<file path="src/rtl/cma_pkg.sv">
// Shared types, constants and helper functions for the centered moving average.
`default_nettype none

package cma_pkg;

  localparam int MAX_WINDOW   = 64;
  localparam int SAMPLE_WIDTH = 32;
  localparam int STORE_DEPTH  = MAX_WINDOW + 1;
  localparam int ADDR_W       = $clog2(STORE_DEPTH);
  localparam int WIN_W        = 7;
  localparam int SPAN_W       = WIN_W - 1;
  localparam int SUM_W        = SAMPLE_WIDTH + $clog2(MAX_WINDOW);
  localparam int DIV_BITS     = 4;
  localparam int DIV_STEPS    = (SUM_W + DIV_BITS - 1) / DIV_BITS;
  localparam int DIV_W        = DIV_STEPS * DIV_BITS;
  localparam int CNT_W        = $clog2(DIV_STEPS);

  typedef logic [ADDR_W-1:0] addr_t;
  typedef logic [WIN_W-1:0]  win_t;

  typedef enum logic [2:0] {
    ST_IDLE,
    ST_CALC,
    ST_DIV,
    ST_EMIT,
    ST_FL_RD,
    ST_FL_EM
  } cma_state_t;

  function automatic win_t win_clamp(input win_t w);
    win_t r;
    r = w;
    if (w == '0) begin
      r = win_t'(1);
    end else if (w > win_t'(MAX_WINDOW)) begin
      r = win_t'(MAX_WINDOW);
    end
    return r;
  endfunction

  function automatic addr_t slot_back(input addr_t cur, input win_t back);
    logic [ADDR_W:0] t;
    t = {1'b0, cur} + (ADDR_W+1)'(STORE_DEPTH) - (ADDR_W+1)'(back);
    if (t >= (ADDR_W+1)'(STORE_DEPTH)) begin
      t = t - (ADDR_W+1)'(STORE_DEPTH);
    end
    return t[ADDR_W-1:0];
  endfunction

endpackage

`default_nettype wire

</file>
<file path="src/rtl/centered_moving_average.sv">
// Centered moving average over sample sequences, with a circular sample store.
//
//   Channel   Direction  Handshake           Payload
//   in_       input      in_valid/in_stall   in_sample, in_last_in
//   out_      output     out_valid/out_stall out_value, out_last_out
//   cfg_      input      cfg_valid/cfg_ready cfg_window_length
//
// A sample with no result goes from the calculation state back to idle, a raw result goes on to the emit state,
// and a mean goes through the divide state first, set by the 4-bit-per-cycle divider by the window length.
// On the last sample, each remaining flushed position is read from the store in ST_FL_RD, then emitted in ST_FL_EM.
// Reset is synchronous and active low; the store needs no clearing pass.
// The output register lets a new sample be accepted while a result waits under out_stall.
`default_nettype none

module centered_moving_average (
  input  logic                               clk,
  input  logic                               rst_n,
  input  logic                               in_valid,
  output logic                               in_stall,
  input  logic signed [cma_pkg::SAMPLE_WIDTH-1:0] in_sample,
  input  logic                               in_last_in,
  output logic                               out_valid,
  input  logic                               out_stall,
  output logic signed [cma_pkg::SAMPLE_WIDTH-1:0] out_value,
  output logic                               out_last_out,
  input  logic                               cfg_valid,
  output logic                               cfg_ready,
  input  logic [cma_pkg::WIN_W-1:0]          cfg_window_length
);

  import cma_pkg::*;

  logic signed [SAMPLE_WIDTH-1:0] store_mem [STORE_DEPTH];
  logic signed [SAMPLE_WIDTH-1:0] rd_a_r;
  logic signed [SAMPLE_WIDTH-1:0] rd_b_r;
  addr_t                          rd_a_addr;
  addr_t                          rd_b_addr;
  logic                           mem_we;

  cma_state_t state_r, state_nxt;

  win_t        cfg_win_r;
  win_t        win_r;
  addr_t       wr_pos_r;
  addr_t       cur_r;
  win_t        seen_r;
  win_t        c_r;
  logic signed [SUM_W-1:0]        tsum_r;
  logic signed [SAMPLE_WIDTH-1:0] x_r;
  logic        last_r;
  logic [SPAN_W-1:0] d_r;
  logic signed [SAMPLE_WIDTH-1:0] res_r;
  logic        res_last_r;
  logic [DIV_W-1:0]  quo_r;
  logic [WIN_W-1:0]  rem_r;
  logic        neg_r;
  logic [CNT_W-1:0]  cnt_r;

  logic        out_valid_r;
  logic signed [SAMPLE_WIDTH-1:0] out_value_r;
  logic        out_last_r;

  logic        in_acc;
  logic        out_free;
  logic        out_load;
  win_t        win_use;
  logic [SPAN_W-1:0] span_use;
  logic [SPAN_W-1:0] span;
  win_t        two_span;
  logic        c_ge_span;
  logic        c_ge_2span;
  logic [SPAN_W-1:0] k_val;
  logic signed [SAMPLE_WIDTH-1:0] sub_val;
  logic signed [SUM_W-1:0] tsum_new;
  logic signed [SUM_W-1:0] wsum;
  logic [SUM_W-1:0]  wmag;
  logic [DIV_W-1:0]  quo_v;
  logic [WIN_W-1:0]  rem_v;
  logic [WIN_W:0]    trial;
  logic [SAMPLE_WIDTH-1:0] q_mag;
  logic signed [SAMPLE_WIDTH-1:0] q_val;
  logic signed [SAMPLE_WIDTH-1:0] out_src;
  logic        out_src_last;

  assign win_use   = (seen_r == '0) ? win_clamp(cfg_win_r) : win_r;
  assign span_use  = win_use[WIN_W-1:1];
  assign span      = win_r[WIN_W-1:1];
  assign two_span  = {span, 1'b0};
  assign c_ge_span  = c_r >= win_t'(span);
  assign c_ge_2span = c_r >= two_span;
  assign k_val      = c_ge_span ? span : c_r[SPAN_W-1:0];

  assign sub_val  = (c_r >= win_r) ? rd_a_r : '0;
  assign tsum_new = tsum_r + SUM_W'(x_r) - SUM_W'(sub_val);
  assign wsum     = win_r[0] ? tsum_new : tsum_r;
  assign wmag     = wsum[SUM_W-1] ? SUM_W'(-wsum) : SUM_W'(wsum);

  always_comb begin
    rem_v = rem_r;
    quo_v = quo_r;
    trial = '0;
    for (int i = 0; i < DIV_BITS; i++) begin
      trial = {rem_v, quo_v[DIV_W-1]};
      quo_v = {quo_v[DIV_W-2:0], 1'b0};
      if (trial >= {1'b0, win_r}) begin
        trial    = trial - {1'b0, win_r};
        quo_v[0] = 1'b1;
      end
      rem_v = trial[WIN_W-1:0];
    end
  end

  assign q_mag = quo_v[SAMPLE_WIDTH-1:0];
  assign q_val = neg_r ? -$signed(q_mag) : $signed(q_mag);

  always_comb begin
    rd_a_addr = slot_back(wr_pos_r, win_use);
    if (state_r inside {ST_FL_RD, ST_FL_EM}) begin
      rd_b_addr = slot_back(cur_r, win_t'(d_r));
    end else begin
      rd_b_addr = slot_back(wr_pos_r, win_t'(span_use));
    end
  end

  always_ff @(posedge clk) begin
    if (mem_we) begin
      store_mem[wr_pos_r] <= in_sample;
    end
    rd_a_r <= store_mem[rd_a_addr];
    rd_b_r <= store_mem[rd_b_addr];
  end

  always_comb begin
    state_nxt = state_r;
    case (state_r)
      ST_IDLE: begin
        if (in_acc) begin
          state_nxt = ST_CALC;
        end
      end
      ST_CALC: begin
        if (last_r) begin
          if (c_ge_2span) begin
            state_nxt = ST_DIV;
          end else begin
            state_nxt = ST_FL_RD;
          end
        end else if (!c_ge_span) begin
          state_nxt = ST_IDLE;
        end else if (c_ge_2span) begin
          state_nxt = ST_DIV;
        end else begin
          state_nxt = ST_EMIT;
        end
      end
      ST_DIV: begin
        if (cnt_r == CNT_W'(DIV_STEPS - 1)) begin
          state_nxt = ST_EMIT;
        end
      end
      ST_EMIT: begin
        if (out_free) begin
          if (last_r && span != '0) begin
            state_nxt = ST_FL_RD;
          end else begin
            state_nxt = ST_IDLE;
          end
        end
      end
      ST_FL_RD: begin
        state_nxt = ST_FL_EM;
      end
      ST_FL_EM: begin
        if (out_free) begin
          if (d_r == '0) begin
            state_nxt = ST_IDLE;
          end else begin
            state_nxt = ST_FL_RD;
          end
        end
      end
      default: begin
        state_nxt = ST_IDLE;
      end
    endcase
  end

  always_comb begin
    in_stall     = 1'b1;
    cfg_ready    = 1'b0;
    out_load     = 1'b0;
    out_src      = res_r;
    out_src_last = res_last_r;
    case (state_r)
      ST_IDLE: begin
        in_stall  = 1'b0;
        cfg_ready = 1'b1;
      end
      ST_EMIT: begin
        out_load = out_free;
      end
      ST_FL_EM: begin
        out_load     = out_free;
        out_src      = rd_b_r;
        out_src_last = (d_r == '0);
      end
      default: begin
        in_stall = 1'b1;
      end
    endcase
  end

  assign in_acc   = in_valid && !in_stall;
  assign mem_we   = in_acc;
  assign out_free = !out_valid_r || !out_stall;

  always_ff @(posedge clk) begin
    if (!rst_n) begin
      state_r     <= ST_IDLE;
      cfg_win_r   <= win_t'(1);
      win_r       <= win_t'(1);
      wr_pos_r    <= '0;
      seen_r      <= '0;
      tsum_r      <= '0;
      out_valid_r <= 1'b0;
    end else begin
      state_r <= state_nxt;
      if (cfg_valid && cfg_ready) begin
        cfg_win_r <= cfg_window_length;
      end
      if (in_acc) begin
        win_r    <= win_use;
        wr_pos_r <= (wr_pos_r == addr_t'(STORE_DEPTH - 1)) ? '0 : wr_pos_r + addr_t'(1);
        if (in_last_in) begin
          seen_r <= '0;
        end else if ({1'b0, seen_r} < {1'b0, win_use} + (WIN_W+1)'(1)) begin
          seen_r <= seen_r + win_t'(1);
        end
      end
      if (state_r == ST_CALC) begin
        tsum_r <= last_r ? '0 : tsum_new;
      end
      if (out_load) begin
        out_valid_r <= 1'b1;
      end else if (!out_stall) begin
        out_valid_r <= 1'b0;
      end
    end
  end

  always_ff @(posedge clk) begin
    if (in_acc) begin
      x_r    <= in_sample;
      last_r <= in_last_in;
      cur_r  <= wr_pos_r;
      c_r    <= seen_r;
    end
    case (state_r)
      ST_CALC: begin
        quo_r      <= DIV_W'(wmag);
        rem_r      <= '0;
        neg_r      <= wsum[SUM_W-1];
        cnt_r      <= '0;
        res_r      <= rd_b_r;
        res_last_r <= last_r && (span == '0);
        if (last_r) begin
          d_r <= k_val;
        end
      end
      ST_DIV: begin
        quo_r <= quo_v;
        rem_r <= rem_v;
        cnt_r <= cnt_r + CNT_W'(1);
        if (cnt_r == CNT_W'(DIV_STEPS - 1)) begin
          res_r <= q_val;
        end
      end
      ST_EMIT: begin
        if (span != '0) begin
          d_r <= span - SPAN_W'(1);
        end
      end
      ST_FL_EM: begin
        if (out_free && d_r != '0) begin
          d_r <= d_r - SPAN_W'(1);
        end
      end
      default: begin
        cnt_r <= cnt_r;
      end
    endcase
    if (out_load) begin
      out_value_r <= out_src;
      out_last_r  <= out_src_last;
    end
  end

  assign out_valid    = out_valid_r;
  assign out_value    = out_value_r;
  assign out_last_out = out_last_r;

endmodule

`default_nettype wire
</file>
<file path="config.mk">
export PLATFORM = sky130hd
export DESIGN_NAME = centered_moving_average
export DESIGN_NICKNAME = d
export VERILOG_FILES = /design/src/rtl/cma_pkg.sv /design/src/rtl/centered_moving_average.sv
export SDC_FILE = /design/constraint.sdc
export NUM_CORES = 2
export LEC_CHECK = 0
export BUFFER_PORTS_ARGS = -buffer_cell sky130_fd_sc_hd__buf_4
export CORE_MARGIN = 4
export CORE_UTILIZATION = 30
export DETAILED_ROUTE_END_ITERATION = 16
export MAX_ROUTING_LAYER = met4
export PLACE_DENSITY_LB_ADDON = 0.1
export SYNTH_ARGS = -nofsm -noshare
export SYNTH_HDL_FRONTEND = slang
export SYNTH_SLANG_ARGS = --single-unit
</file>
<file path="constraint.sdc">
create_clock -name clk -period 14.1 [get_ports clk]
set_input_delay 1.41 -clock clk [delete_from_list [all_inputs] [get_ports clk]]
set_output_delay 1.41 -clock clk [all_outputs]
set_load 0.02 [all_outputs]
</file>
==> results.md <==
- The floorplan row count is 232.
- The cell sitting at the root of the clock tree is a clkbuf_16.
- The clock slew seen by the registers of the worst setup and hold paths is about 0.060 ns.
- In this run the count of I/O pins placed on the die edge is 81.
- The worst clock skew on the final layout is ~0.053 ns.
- Counting every instance in the synthesized netlist gives ~9400.
- In this design, the critical path's most frequently occurring cell is o21ai_0.
- The arrival time of data at the critical path endpoint is between 10 and 15 ns.
- The total instance count after detailed placement is about 14000.
- The largest driver fanout on the critical path is 15.
- The part of the Yosys area used for sequential elements is 0.583.
- Prior to clock tree synthesis, the placed netlist has a worst setup slack of about 2.0 ns.
- In this run the number of H-tree levels came out at 5.
- The synthesis-stage register bit count is around 2400.
- Across all layers, the routed design uses 87423 vias.
- In this design, the stage delay of the slowest critical-path cell is 0.61 ns.
- The number of max-cap violations is 0.
- The worst setup path is captured at a flop.
- The pre-antenna-repair detailed-routing pass consisted of 8 iterations.
- The core region area is 400000 um2.
- After detailed routing, the average wire length per cell comes to around 36 um.
- The die is about 640 um wide.
- CTS saw roughly 2400 sinks.
- During synthesis, Yosys emitted a total of 0 warnings.
- Once the clock tree was built, the resizer swapped 0 gates to a different size.
- The number of setup buffers added after CTS is 0.
- The number of distinct standard cells referenced by the synthesized netlist is 100.
- In the layout the commonest cells are edfxtp_1 (2251), nand2_1 (1633), mux2i_1 (484), mux4_2 (466), nand3_1 (431).
- On the critical path the largest part of the delay comes from compound AO/OA/AOI/OAI gates.
- Setup violations remaining at the end of the flow were counted as 0.
- For the pin with the worst max-slew slack, the measured transition is about 1.5 ns.
- The worst hold path belongs to the class reg -> reg.
- The quantity of I/O buffers inserted on ports is 80.
- The number of antenna violations at the first check in global routing came to 59.
- At the worst endpoint, the required time is approximately 15 ns.
- The finished cells cover approximately 140000 um2.
- The final instance count without filler cells is between 10000 and 15000.
- The worst-case clock buffer depth is 4.
- The setup total negative slack is 0 ns.
- The critical path contains buffers and inverters numbering 4 combined.
- The proportion of synthesized flip-flops having asynchronous set or reset is 0.
- The final wirelength is 542000 um.
- The die covers approximately 410000 um2.
- The share of final-layout standard cells stronger than drive strength 1 is 0.154.
- Once detail routing completed, the nets flagged for antenna violations numbered 0.
- Setup repair after global routing left no endpoint under its margin.
- Relative to the synthesized area, the layout overhead comes to 13.6%.
- For this run, the total global-route usage over all layers was measured as 0.261.
- Buffers inserted to repair hold after CTS numbered 0.
- The critical path's slowest cell is dfxtp_1.
- Global routing finished with a remaining overflow of 0.
- Summing all placed instances gives a cell area of 128000 um2.
- The congestion estimate from routability-driven global placement came to a little under 0.9.
- For this block, the initial DRC count from the detailed router was 10615.
- The estimated wirelength of the detail-placed design is between 300000 and 400000 um.
- In the synthesized netlist the dominant register cell turns out to be edfxtp_1.
- Yosys mapped a number of flops with a built-in enable equal to 2251.
- The final period demand of the worst path is around 12 ns.
- The worst setup path is of the reg -> reg kind.
- The flow ran to the end, and the final reports show no timing, DRC or antenna violations.
- Measured along the y axis, the die boundary spans 642 um.
- A synthesized cell averages roughly 13 um2.
- The number of vias per cell after detailed routing is approximately 5.9.
- The maximum clock frequency is 83.9 MHz.
- For this run, design rule violations remaining after detail routing come to 0.
- The via count of the first global-routing pass is between 80000 and 90000.
- Leaving out fill and tap cells, the most frequent cell in the layout is edfxtp_1.
- In the final design database the tool counted approximately 9600 nets.
- In the finished design, the share of the clock period the worst path needs comes to 0.845.
- The startpoint type of the worst setup path is a flop.
- The number of endpoints with negative hold slack in the final report came to 0.
- The number of slew-limit violations in the final report is 0.
- The synthesized cell area is approximately 120000 um2.
- The number of buffers created by CTS is 290.
- The first-pass GRT wire length is ~730000 um.
- The insertion delay of the later-clocked pin in the worst-skew pair is just over 0.9 ns.
- The setup slack after layout is about 2.2 ns.
- When the netlist entered floorplanning its net count stood at around 9600.
- The effective utilization at floorplan is 0.302.
- Counting the fill cells in the layout gives about 39000.
- TritonCTS built the clock tree.
- Measured against its own limit, the worst slew margin works out to 0.0221.
- Entering global routing, the biggest net connects ~140 pins.
[per-layer routing]
layer	global-route usage	vias to the layer above	wire (um)
met5	-	-	0
met4	0.0892	0	20800
met3	0.0444	891	41900
met2	0.405	4140	249000
met1	0.346	46144	230000
li1	-	36248	-
[kinds of logic after synthesis]
logic type               share of synthesized area
adder cells (fa/ha/maj)                     0.0205
AO/OA/AOI/OAI                                0.105
XOR/XNOR                                    0.0107
buffers and inverters                       0.0372
flip-flops                                   0.583
multiplexers                                 0.134
AND/OR/NAND/NOR                              0.110
[per-stage QoR]
| step | util | hold slack [ns] |
|---|---|---|
| after floorplan | - | 0.403 |
| after detailed placement | 0.320 | 0.457 |
| final | 0.343 | 0.466 |
| after global routing | 0.343 | 0.497 |
| after CTS | 0.342 | 0.465 |
| after global placement | 0.320 | 0.453 |
[cell type report]
class                   count  area, um2  share of cell area
repair buffers            360       3050              0.0223
well taps                5265       6590              0.0481
clock inverters           131       1130             0.00822
inverters                 315       1180             0.00864
multi-input cells        6014      46700               0.341
diodes                     42        105            0.000767
flip-flops and latches   2385      70300               0.513
clock buffers             387       7950              0.0581
[tightest hold or removal path, delay by kind of cell (launching register included)]
kind / cells / cell delay (ns)
simple gates: 1 / 0.05
flops: 1 / 0.31
compound gates: 1 / 0.06
[cells in the mapped netlist (19+ instances only)]
cell type  count  share of area
a211oi_1     365          0.023
a21boi_0      20         0.0012
a21o_1        50         0.0031
a21oi_1      173         0.0072
a221oi_1      31         0.0023
a22oi_1       63         0.0039
a311o_1      101         0.0084
a311oi_1     186          0.014
a31oi_1      112         0.0058
a32o_1        24         0.0020
a32oi_1       27         0.0020
and2_1        50         0.0026
and3_1        87         0.0045
buf_1         61         0.0019
buf_2        280          0.012
buf_4         68         0.0042
clkbuf_1     255         0.0079
dfxtp_1      134          0.022
edfxtp_1    2251           0.56
fa_1          44         0.0073
ha_1         127          0.013
inv_1        314         0.0098
mux2_2        70         0.0065
mux2i_1      485          0.040
mux4_2       466          0.087
nand2_1     1643          0.051
nand3_1      431          0.018
nand4_1       54         0.0028
nor2_1       303         0.0094
nor2b_1      220          0.011
nor3_1        64         0.0027
nor4_1        23         0.0012
o211ai_1      43         0.0027
o21ai_0      202         0.0084
o221a_2       22         0.0021
o22ai_1       41         0.0021
o31ai_1       19         0.0012
or3_1         20         0.0010
xnor2_1       69         0.0050
xor2_1        77         0.0056
[state kept, by name, indices dropped and copies added (netlist names), 32 cells and up]
register   flops
quo_r         40
rd_a_r        32
tsum_r        38
x_r           32
out_value     32
rd_b_r        32
store_mem   2080
res_r         32
[path summary, 6_finish.rpt]
path	start	to	slack, ns	depth (start not counted)
max	win_r[1]	res_r[26]	2.18	44
min	tsum_r[5]	tsum_r[5]	0.47	2
max reg2reg	win_r[1]	res_r[26]	2.18	44
min reg2reg	tsum_r[5]	tsum_r[5]	0.47	2
Power is left out: the tool's default activity adds up to more than one toggle a clock period on the data nets, which glitch-free logic cannot reach.
